==> src/sv/anfp_pkg.sv <==
// Package: shared types, constants and digit decoding for the number field parser.
`default_nettype none
package anfp_pkg;

   localparam logic [7:0]  CH_NUL   = 8'h00;
   localparam logic [7:0]  CH_PLUS  = 8'h2B;
   localparam logic [7:0]  CH_MINUS = 8'h2D;

   localparam logic [31:0] LIM_HEX     = 32'h0FFF_FFFF;
   localparam logic [31:0] LIM_DEC     = 32'h1999_9999;
   localparam logic [3:0]  LIM_DEC_DIG = 4'd5;
   localparam logic [31:0] INT_MAG_POS = 32'h7FFF_FFFF;
   localparam logic [31:0] INT_MAG_NEG = 32'h8000_0000;

   localparam logic [7:0]  MAX_CHARS_RESET = 8'd255;

   typedef enum logic [1:0] {
      CFG_HEX_MODE    = 2'd0,
      CFG_SIGNED_MODE = 2'd1,
      CFG_MAX_CHARS   = 2'd2
   } cfg_index_type;

   typedef enum logic [1:0] {
      STATUS_OK           = 2'd0,
      STATUS_NO_DIGITS    = 2'd1,
      STATUS_OUT_OF_RANGE = 2'd2
   } status_type;

   typedef struct packed {
      logic       hex_mode;
      logic       signed_mode;
      logic [7:0] max_chars;
   } cfg_type;

   typedef struct packed {
      logic [7:0] ch;
      logic       first;
      logic       last;
   } req_item_type;

   typedef struct packed {
      logic [31:0] value;
      logic [7:0]  consumed;
      status_type  status;
      logic        stopped_on_overflow;
   } rsp_item_type;

   typedef struct packed {
      logic       valid;
      logic [3:0] value;
   } digit_type;

   function automatic digit_type digit_of(input logic [7:0] c, input logic hex);
      digit_type d;
      d.valid = 1'b0;
      d.value = 4'd0;
      if (c inside {[8'h30:8'h39]}) begin
         d.valid = 1'b1;
         d.value = c[3:0];
      end else if (hex && (c inside {[8'h61:8'h66], [8'h41:8'h46]})) begin
         d.valid = 1'b1;
         d.value = c[3:0] + 4'd9;
      end
      return d;
   endfunction

endpackage
`default_nettype wire

==> src/sv/anfp_if.sv <==
// Interfaces: character input channel and result channel.
`default_nettype none
interface anfp_req_if;
   logic       valid;
   logic       ready;
   logic [7:0] ch;
   logic       first;
   logic       last;

   modport source (output valid, output ch, output first, output last, input ready);
   modport sink   (input valid, input ch, input first, input last, output ready);
endinterface

interface anfp_rsp_if;
   logic                 valid;
   logic                 ready;
   logic [31:0]          value;
   logic [7:0]           consumed;
   anfp_pkg::status_type status;
   logic                 stopped_on_overflow;

   modport source (output valid, output value, output consumed, output status,
                   output stopped_on_overflow, input ready);
   modport sink   (input valid, input value, input consumed, input status,
                   input stopped_on_overflow, output ready);
endinterface
`default_nettype wire

==> src/sv/anfp_parse.sv <==
// Field state registers and the per-character parse step.
`default_nettype none
module anfp_parse (
   input  wire logic                   clock,
   input  wire logic                   reset,
   input  wire logic                   step,
   input  wire anfp_pkg::cfg_type      cfg,
   input  wire anfp_pkg::req_item_type item,
   output logic                        res_valid,
   output anfp_pkg::rsp_item_type      res
);

   typedef struct packed {
      logic [31:0] acc;
      logic [7:0]  cnt;
      logic        neg;
      logic        seen;
      logic        done;
   } field_type;

   field_type           state_ff;
   field_type           state_in;
   field_type           base;
   field_type           mid;
   anfp_pkg::digit_type dig;
   logic                fin;
   logic                ovf;
   logic [31:0]         bound;
   logic [31:0]         times_ten;

   always_comb begin
      base = state_ff;
      if (item.first) begin
         base.acc  = 32'd0;
         base.cnt  = 8'd0;
         base.neg  = 1'b0;
         base.seen = 1'b0;
         base.done = 1'b0;
      end
      mid       = base;
      fin       = 1'b0;
      ovf       = 1'b0;
      dig       = anfp_pkg::digit_of(item.ch, cfg.hex_mode);
      times_ten = {base.acc[28:0], 3'b000} + {base.acc[30:0], 1'b0} + {28'd0, dig.value};
      if (!base.done) begin
         if (item.ch == anfp_pkg::CH_NUL || base.cnt >= cfg.max_chars) begin
            fin = 1'b1;
         end else if (cfg.signed_mode && base.cnt == 8'd0 &&
                      (item.ch == anfp_pkg::CH_MINUS || item.ch == anfp_pkg::CH_PLUS)) begin
            mid.neg = (item.ch == anfp_pkg::CH_MINUS);
            mid.cnt = 8'd1;
            fin     = item.last || (mid.cnt >= cfg.max_chars);
         end else if (!dig.valid) begin
            fin = 1'b1;
         end else if (cfg.hex_mode && base.acc > anfp_pkg::LIM_HEX) begin
            fin = 1'b1;
            ovf = 1'b1;
         end else if (!cfg.hex_mode && (base.acc > anfp_pkg::LIM_DEC ||
                      (base.acc == anfp_pkg::LIM_DEC && dig.value > anfp_pkg::LIM_DEC_DIG))) begin
            fin = 1'b1;
            ovf = 1'b1;
         end else begin
            mid.acc  = cfg.hex_mode ? {base.acc[27:0], dig.value} : times_ten;
            mid.seen = 1'b1;
            mid.cnt  = base.cnt + 8'd1;
            fin      = item.last || (mid.cnt >= cfg.max_chars);
         end
      end
      state_in = mid;
      if (fin) begin
         state_in.done = 1'b1;
      end
   end

   always_comb begin
      bound                   = mid.neg ? anfp_pkg::INT_MAG_NEG : anfp_pkg::INT_MAG_POS;
      res_valid               = fin;
      res.value               = 32'd0;
      res.consumed            = mid.cnt;
      res.status              = anfp_pkg::STATUS_OK;
      res.stopped_on_overflow = ovf;
      if (!mid.seen) begin
         res.status = anfp_pkg::STATUS_NO_DIGITS;
      end else if (cfg.signed_mode) begin
         if (mid.acc > bound) begin
            res.status   = anfp_pkg::STATUS_OUT_OF_RANGE;
            res.consumed = mid.cnt - 8'd1;
         end else begin
            res.value = mid.neg ? (32'd0 - mid.acc) : mid.acc;
         end
      end else begin
         res.value = mid.acc;
      end
   end

   always_ff @(posedge clock) begin
      if (reset) begin
         state_ff.acc  <= 32'd0;
         state_ff.cnt  <= 8'd0;
         state_ff.neg  <= 1'b0;
         state_ff.seen <= 1'b0;
         state_ff.done <= 1'b1;
      end else if (step) begin
         state_ff <= state_in;
      end
   end

endmodule
`default_nettype wire

==> src/sv/ascii_number_field_parser.sv <==
// Top level: ASCII hex/decimal number field parser with registered input and result.
//
// Characters arrive one per item on req_chan (ch, first, last). An item with
// first set opens a new field; items with first clear while no field is open
// are dropped. When a field ends, one item leaves on rsp_chan with the value,
// the count of consumed characters, the status and the overflow stop flag.
// An ending character that is not a digit is not consumed and produces the
// result in the same step; characters that produce no result leave nothing.
// A result is registered: its ending character, once accepted, is parsed out
// of the input register into the result register, which drives rsp_chan.
// Throughput: one character per cycle while rsp_chan does not stall, set by
// the single accumulate step (shift by four or multiply by ten) between the input and result registers.
// When rsp_chan stalls, the result register holds; the input register still
// takes one more item, then req_chan.ready drops until the result is taken.
// Reset clears the valid flags of both registers, closes any open field and restores
// hex_mode 0, signed_mode 0, max_chars 255. Write csr_* only while idle.
`default_nettype none
module ascii_number_field_parser (
   input  wire logic       clock,
   input  wire logic       reset,
   anfp_req_if.sink        req_chan,
   anfp_rsp_if.source      rsp_chan,
   input  wire logic       csr_wr_en,
   input  wire logic [1:0] csr_index,
   input  wire logic [7:0] csr_wr_data
);

   anfp_pkg::cfg_type      cfg_ff;
   anfp_pkg::req_item_type in_item_ff;
   logic                   in_valid_ff;
   logic                   in_valid_in;
   anfp_pkg::rsp_item_type out_item_ff;
   logic                   out_valid_ff;
   logic                   out_valid_in;
   anfp_pkg::rsp_item_type res;
   logic                   res_valid;
   logic                   advance;

   assign advance        = in_valid_ff && (!out_valid_ff || rsp_chan.ready);
   assign req_chan.ready = !in_valid_ff || advance;
   assign in_valid_in    = req_chan.valid || (in_valid_ff && !advance);
   assign out_valid_in   = (advance && res_valid) || (out_valid_ff && !rsp_chan.ready);

   always_ff @(posedge clock) begin
      if (reset) begin
         cfg_ff.hex_mode    <= 1'b0;
         cfg_ff.signed_mode <= 1'b0;
         cfg_ff.max_chars   <= anfp_pkg::MAX_CHARS_RESET;
      end else if (csr_wr_en) begin
         case (csr_index)
            anfp_pkg::CFG_HEX_MODE:    cfg_ff.hex_mode    <= csr_wr_data[0];
            anfp_pkg::CFG_SIGNED_MODE: cfg_ff.signed_mode <= csr_wr_data[0];
            anfp_pkg::CFG_MAX_CHARS:   cfg_ff.max_chars   <= csr_wr_data;
            default: begin
            end
         endcase
      end
   end

   always_ff @(posedge clock) begin
      if (reset) begin
         in_valid_ff  <= 1'b0;
         out_valid_ff <= 1'b0;
      end else begin
         in_valid_ff  <= in_valid_in;
         out_valid_ff <= out_valid_in;
      end
   end

   always_ff @(posedge clock) begin
      if (req_chan.ready) begin
         in_item_ff.ch    <= req_chan.ch;
         in_item_ff.first <= req_chan.first;
         in_item_ff.last  <= req_chan.last;
      end
      if (advance && res_valid) begin
         out_item_ff <= res;
      end
   end

   anfp_parse u_parse (
      .clock     (clock),
      .reset     (reset),
      .step      (advance),
      .cfg       (cfg_ff),
      .item      (in_item_ff),
      .res_valid (res_valid),
      .res       (res)
   );

   assign rsp_chan.valid               = out_valid_ff;
   assign rsp_chan.value               = out_item_ff.value;
   assign rsp_chan.consumed            = out_item_ff.consumed;
   assign rsp_chan.status              = out_item_ff.status;
   assign rsp_chan.stopped_on_overflow = out_item_ff.stopped_on_overflow;

   a_fail_value_zero: assert property (@(posedge clock) disable iff (reset)
      rsp_chan.valid && rsp_chan.status != anfp_pkg::STATUS_OK |-> rsp_chan.value == 32'd0)
      else $error("failed field result carries a nonzero value");

   a_overflow_has_digits: assert property (@(posedge clock) disable iff (reset)
      rsp_chan.valid && rsp_chan.stopped_on_overflow
         |-> rsp_chan.status != anfp_pkg::STATUS_NO_DIGITS)
      else $error("overflow stop reported on a field without digits");

   a_consumed_bound: assert property (@(posedge clock) disable iff (reset)
      rsp_chan.valid |-> rsp_chan.consumed <= cfg_ff.max_chars)
      else $error("consumed count exceeds character limit");

   a_input_held: assert property (@(posedge clock) disable iff (reset)
      in_valid_ff && out_valid_ff && !rsp_chan.ready |=> in_valid_ff && $stable(in_item_ff))
      else $error("buffered item lost while result stalled");

endmodule
`default_nettype wire

==> src/flat_wrapper.sv <==
// flat-port wrapper written by rule: the top's interface ports become plain ports
module ascii_number_field_parser_flat 
  (clock, reset, csr_wr_en, csr_index, csr_wr_data, req_chan_valid, req_chan_ch, req_chan_first, req_chan_last, req_chan_ready, rsp_chan_valid, rsp_chan_value, rsp_chan_consumed, rsp_chan_status, rsp_chan_stopped_on_overflow, rsp_chan_ready);
  anfp_req_if req_chan_i ();
  anfp_rsp_if rsp_chan_i ();
  input  wire logic clock;
  input  wire logic reset;
  input  wire logic csr_wr_en;
  input  wire logic [1:0] csr_index;
  input  wire logic [7:0] csr_wr_data;
  input wire logic [$bits(req_chan_i.valid)-1:0] req_chan_valid;
  input wire logic [$bits(req_chan_i.ch)-1:0] req_chan_ch;
  input wire logic [$bits(req_chan_i.first)-1:0] req_chan_first;
  input wire logic [$bits(req_chan_i.last)-1:0] req_chan_last;
  output wire logic [$bits(req_chan_i.ready)-1:0] req_chan_ready;
  output wire logic [$bits(rsp_chan_i.valid)-1:0] rsp_chan_valid;
  output wire logic [$bits(rsp_chan_i.value)-1:0] rsp_chan_value;
  output wire logic [$bits(rsp_chan_i.consumed)-1:0] rsp_chan_consumed;
  output wire logic [$bits(rsp_chan_i.status)-1:0] rsp_chan_status;
  output wire logic [$bits(rsp_chan_i.stopped_on_overflow)-1:0] rsp_chan_stopped_on_overflow;
  input wire logic [$bits(rsp_chan_i.ready)-1:0] rsp_chan_ready;
  assign req_chan_i.valid = req_chan_valid;
  assign req_chan_i.ch = req_chan_ch;
  assign req_chan_i.first = req_chan_first;
  assign req_chan_i.last = req_chan_last;
  assign req_chan_ready = req_chan_i.ready;
  assign rsp_chan_valid = rsp_chan_i.valid;
  assign rsp_chan_value = rsp_chan_i.value;
  assign rsp_chan_consumed = rsp_chan_i.consumed;
  assign rsp_chan_status = rsp_chan_i.status;
  assign rsp_chan_stopped_on_overflow = rsp_chan_i.stopped_on_overflow;
  assign rsp_chan_i.ready = rsp_chan_ready;
  ascii_number_field_parser u_core (.clock(clock), .reset(reset), .req_chan(req_chan_i), .rsp_chan(rsp_chan_i), .csr_wr_en(csr_wr_en), .csr_index(csr_index), .csr_wr_data(csr_wr_data));
endmodule
==> config.mk <==
export PLATFORM = sky130hd
export DESIGN_NAME = ascii_number_field_parser_flat
export DESIGN_NICKNAME = d
export VERILOG_FILES = /design/src/sv/anfp_pkg.sv /design/src/sv/anfp_if.sv /design/src/sv/anfp_parse.sv /design/src/sv/ascii_number_field_parser.sv /design/src/flat_wrapper.sv
export SDC_FILE = /design/constraint.sdc
export NUM_CORES = 1
export LEC_CHECK = 0
export BUFFER_PORTS_ARGS = -buffer_cell sky130_fd_sc_hd__buf_2
export CAP_MARGIN = 20
export CORE_MARGIN = 1.5
export CORE_UTILIZATION = 30
export DETAILED_ROUTE_END_ITERATION = 6
export PLACE_DENSITY = 0.41
export REMOVE_ABC_BUFFERS = 1
export SLEW_MARGIN = 20
export SYNTH_ARGS = -nofsm -noshare
export SYNTH_HDL_FRONTEND = slang
export SYNTH_HIERARCHICAL = 1
export SYNTH_SLANG_ARGS = --single-unit
export TNS_END_PERCENT = 10
==> constraint.sdc <==
create_clock -name clock -period 13.8 [get_ports clock]
set_input_delay 0.69 -clock clock [delete_from_list [all_inputs] [get_ports clock]]
set_output_delay 0.69 -clock clock [all_outputs]
set_load 0.02 [all_outputs]
Word-level counts from Yosys, hierarchy flattened
Cells that the tools add are included.

Word-level logic and storage cells: 111. Output and inout port bits: 45. Input port bits: 25. Flip-flop bits (word level): 108.

Magnitude comparators: 13. Eq/ne operators: 5. Muxes and demuxes: 32. Reduce and logical (&&, ||, !) cells: 36. Add/subtract/negate cells: 6. Bitwise logic cells: 1.

Operator list (number): 32-bit 2-to-1 mux (6); 40-bit 2-to-1 mux (3); 42-bit 2-to-1 mux (2); 43-bit 2-to-1 mux (1); 32-bit adder (1); 32-bit by 4-bit adder with 32-bit output (1); 32-bit by 29-bit == test with 1-bit output (second input constant) (1); 32-bit by 28-bit > comparator with 1-bit output (second input constant) (1); 32-bit by 29-bit > comparator with 1-bit output (second input constant) (1); 32-bit > comparator (1); 1-bit by 32-bit subtractor with 32-bit output (first input constant) (1); 10-bit 2-to-1 mux (2); 8-bit by 6-bit == test with 1-bit output (second input constant) (2); 8-bit by 7-bit >= comparator with 1-bit output (second input constant) (2); 8-bit >= comparator (2); 8-bit by 7-bit <= comparator with 1-bit output (second input constant) (2); 8-bit zero test (2); 8-bit 2-to-1 mux (2); 1-bit 2-to-1 mux (14); 1-bit logical AND (13); 5-bit 2-to-1 mux (2); 1-bit logical OR (9); 8-bit by 1-bit adder with 8-bit output (second input constant) (1); 1-bit by 8-bit >= comparator with 1-bit output (first input constant) (1); other kinds (13) (20).

Longest topological paths before layout
Depth after elaboration: 21. Mapped depth: 32. Gate-level depth less buffers: 31.

Hierarchy
The synthesis kept the hierarchy.

By module, submodules not included: anfp_parse (area each 7820.0 um^2, instances 1, sequential area each 860.8 um^2, cells each 1066); ascii_number_field_parser (area each 2098.3 um^2, instances 1, sequential area each 1831.8 um^2, cells each 108).

Worst setup path after synthesis
OpenSTA, ideal clock, no wires.

Path type: register to register. Start point: reg u_core/in_item_ff[1] (netlist bit). End point: reg u_core.out_item_ff (netlist bit u_core/rsp_chan.value[31]) (data pin). Cell stages (with the launch flop): 25. Path buffers: 6. Period minus slack after synthesis: 8.348 ns. Data required time: 13.652 ns. Arrival: 8.199 ns. Setup time: 0.148 ns. Slack: 5.452 ns. Cells stage by stage: edfxtp_1 -> clkbuf_1 -> buf_2 -> clkbuf_1 -> clkbuf_1 -> clkbuf_1 -> nor2b_1 -> ha_1 -> a221o_1 -> nor2_1 -> nand3_1 -> o41ai_1 -> ha_1 -> nor2b_1 -> o21a_1 -> o21a_1 -> o21a_1 -> o211ai_1 -> a21oi_1 -> o31ai_1 -> a21oi_1 -> or2_2 -> clkbuf_1 -> or2_2 -> mux2i_1.

Elaborated cells on any way between the ends: 33. Those cells by class: add/sub: 3; order compare: 4; eq/ne: 1; mux: 17; reduce/logical: 8.

RTL lines: start, declared (line ascii_number_field_parser.sv:29) `anfp_pkg::req_item_type in_item_ff;`; 43-bit 2-to-1 mux (*) (line anfp_parse.sv:33) `if (item.first) begin`; parallel branches: the longest is 5 deep, another holds 8-bit >= comparator; 42-bit 2-to-1 mux (*) (line anfp_parse.sv:45) `if (!base.done) begin`; 32-bit 2-to-1 mux (*) (line anfp_parse.sv:76) `bound = mid.neg ? anfp_pkg::INT_MAG_NEG : anfp_pkg::INT_MAG_POS;`; net u_core.u_parse.bound[31] (line anfp_parse.sv:28) `logic [31:0] bound;`; 32-bit > comparator (*) (line anfp_parse.sv:85) `if (mid.acc > bound) begin`; 32-bit 2-to-1 mux (*) (line anfp_parse.sv:85); 32-bit 2-to-1 mux (*) (line anfp_parse.sv:84) `end else if (cfg.signed_mode) begin`; end signal, assigned (line ascii_number_field_parser.sv:77) `out_item_ff <= res;`; end, declared (line ascii_number_field_parser.sv:32) `anfp_pkg::rsp_item_type out_item_ff;`.

Mark *: on every way through the listed nets, which the timed path passes. A chain may end at the register's enable or synchronous reset.

==> summary.md <==
| Metric | Value |
|---|---|
| DRC | 0 |
| Peak supply drop | 0.0524 mV |
| Initial antenna violation count | 0 |
| Hold WS | 0.494 ns |
| Top post-synthesis cells by area | edfxtp_1, ha_1, dfxtp_1 |
| Top-area cell type share of the netlist area | 16.0% |
| GRT Total Usage | 18.7% |
| Kind of critical path | reg2reg |
| Static Leakage | 4.70 nW |
| CTS HTree Levels | 3 |
| Most frequent cell after synthesis | nor2_1 |
| DIE AREA | 34200 um^2 |
| Final period util | 54.6% |
| Outcome | finished clean |
| Post-synthesis sequential area ratio | 27.1% |
| Post-Synth Adder-Cell Area | 14.8% |
| Post-CTS Resized | 0 |
| First-pass GRT wire length | 49300 um |
| Worst Path Required | 13.91 ns |
| Via count | 8701 |
| Setup Skew | 0.0109 ns |
| Pre-CTS setup slack | 6.31 ns |
| Top_reg_cell synth | dfxtp_1 |
| DRT antenna net count | 0 |
| Slew Limit Headroom | 31.2% |
| Port bufs | 69 |
| Mean Syn Cell Area | 8.45 um^2 |
| Fin area | 11000 um^2 |
| Placed Cells | 1646 |
| N_diodes | 0 |
| Vias in the first global route | 8400 |
| Worst Path Arrival | 7.64 ns |
| Total power | 730 uW |
| Synth top cells by count | nor2_1, ha_1, a21oi_1 |
| Largest net degree at the start of global routing | 65 |
| Io pins | 70 |
| Post-synth EDFFs | 53 |
| Layout cells sized above 1 | 11.6% |
| Crit path max fanout | 7 |
| Period minus WS final | 7.53 ns |
| Global route overflow | 0 |
| Slew @ Worst Pin | 1.02 ns |
| Cells after Synth | 1174 |
| Clock sink count | 108 |
| Drt first pass iters | 5 |
| Nets@finish | 1356 |
| Flops & latches, synth | 108 |
| Placer Congestion | 0.823 |
| Hpwl dp | 24800 um |
| Max-slew violation count | 0 |
| CP max stage delay | 0.53 ns |
| RSZ-0062 raised after global routing | no |
| Max Fclk | 133 MHz |
| Critical path endpoint category | flop |
| Die Height | 185 um |
| Worst-Skew Late Latency | 0.36 ns |
| Final hold vios | 0 |
| Post-Layout Cell Count | 1662 |
| Crit start category | flop |
| Post-Synth Simple-Gate Area | 22.7% |
| Vias per std cell | 5.24 |
| Post-synth ARST share | 0% |
| Post-CTS setup buffers | 0 |
| XOR/XNOR Fraction of Synth Area | 5.39% |
| Setup tns final | 0 ns |
| Post-synthesis mux area share | 4.07% |
| Pwr/cell area | 66.7 nW/um^2 |
| Clock tree buffer depth | 2 |
| DRT Wirelength | 31000 um |
| Drt wl/cell | 18.6 um |
| Total CTS buffers | 9 |
| Core area | 32500 um^2 |
| Final WS setup | 6.27 ns |
| Compound-Gate Fraction of Synth Area | 21.5% |
| Drt initial violations | 599 |
| Slowest-stage cell, CP | fa_1 |
| Core Util, Final | 33.7% |
| Clock Pin Slew Worst Setup and Hold Paths | 0.08 ns |
| Post-CTS Hold Buffers | 0 |
| Placed instance area | 10700 um^2 |
| Cell Rows | 66 |
| Die width | 185 um |
| Mapped Area | 9920 um^2 |
| Starting density of the core | 30.5% |
| Root buf cell | clkbuf_16 |
| Synth cell types | 100 |
| Largest family of logic cells by synthesized area | simple AND/OR/NAND/NOR gates |
| Setup violators final | 0 |
| Max-Cap Viols | 0 |
| Area growth syn-to-layout | 10.4% |
| CTS tree | yes |
| Synth warnings | 6 |
| Largest area contributor in the netlist | edfxtp_1 |
| Hold/Removal Path Class | in2reg |
-- report_power, final --
part           internal (mW)  switching, mW  total [mW]
logic                 0.0424         0.0801       0.122
clock network          0.124          0.128       0.252
registers              0.347        0.00939       0.356
-- area by class of cell --
class | instances | area, um^2
repair buffers | 83 | 450
flip-flops and latches | 108 | 2690
fillers | 3502 | 21600
inverters | 50 | 188
well taps | 442 | 553
multi-input cells | 963 | 6800
clock buffers | 9 | 225
clock inverters | 7 | 47.5
-- placed cells by master (no fill, tap or decap), drive strengths merged, types with 5 or more instances in the layout --
| cell | Yosys | final |
|---|---|---|
| nand2b | 18 | 18 |
| nor3b | 5 | 5 |
| nor3 | 25 | 25 |
| xor2 | 21 | 21 |
| a2bb2oi | 6 | 6 |
| or3 | 6 | 6 |
| buf | 13 | 83 |
| clkbuf | 40 | 9 |
| mux2i | 37 | 37 |
| ha | 114 | 114 |
| nand3 | 27 | 27 |
| dfxtp | 55 | 55 |
| or2 | 6 | 6 |
| o21ai | 55 | 55 |
| and2 | 12 | 12 |
| a31oi | 15 | 15 |
| nand4 | 15 | 15 |
| inv | 50 | 53 |
| nand3b | 5 | 5 |
| a211oi | 25 | 25 |
| o211a | 5 | 5 |
| a22oi | 11 | 11 |
| nor2b | 41 | 41 |
| a21oi | 82 | 82 |
| o21a | 12 | 12 |
| xnor2 | 40 | 40 |
| o211ai | 13 | 13 |
| nand2 | 77 | 77 |
| o31ai | 5 | 5 |
| nor4 | 7 | 7 |
| a21o | 18 | 18 |
| nor2 | 167 | 167 |
| and3 | 9 | 9 |
| edfxtp | 53 | 53 |
| o22ai | 8 | 8 |
-- worst paths after layout --
path                                                                from                                  endpoint  cells after the start  slack [ns]
worst max-delay path                      u_core/in_item_ff[2]$_DFFE_PP_     u_core/rsp_chan.consumed[7]$_DFFE_PP_                     29        6.27
worst max register to register            u_core/in_item_ff[2]$_DFFE_PP_     u_core/rsp_chan.consumed[7]$_DFFE_PP_                     29        6.27
worst min-delay path                                      req_chan_ch[6]            u_core/in_item_ff[8]$_DFFE_PP_                      1        0.49
worst min register to register  u_core/u_parse/state_ff[18]$_SDFFE_PP0P_  u_core/u_parse/state_ff[18]$_SDFFE_PP0P_                      2        0.51
-- cells by family after synthesis --
| logic type | after synthesis |
|---|---|
| fa+ha+maj | 116 |
| buf+inv | 103 |
| xor+xnor | 61 |
| simple gates | 439 |
| flops | 108 |
| compound gates | 307 |
| mux | 40 |
-- routing by layer --
layer / vias to the layer above / global-route usage [%] / share of wire (%)
met5: - / 0 / 0
met4: 0 / 5.27 / 2.0
met3: 23 / 2.36 / 3.3
met2: 163 / 27.1 / 41
met1: 4135 / 28.5 / 54
li1: 4380 / - / -
-- critical path: cells and delay by family (launching register included) --
kind            cells  cell delay [ns]
simple gates       12             2.66
xor+xnor            1             0.09
fa+ha+maj           4             1.36
flops               1             0.52
buf+inv             3             0.31
compound gates      9             2.34
-- registers in the layout, summed over array words and instances (netlist names) --
name and flops:
u_core/rsp_chan.status 2, u_core/in_item_ff 10, u_core/rsp_chan.stopped_on_overflow 1, u_core/u_parse/state_ff 43, u_core/rsp_chan.consumed 8, u_core/rsp_chan.value 32
u_core/cfg_ff 10, u_core/in_valid_ff 1, u_core/rsp_chan.valid 1
Power figures use the tool's default switching activity.
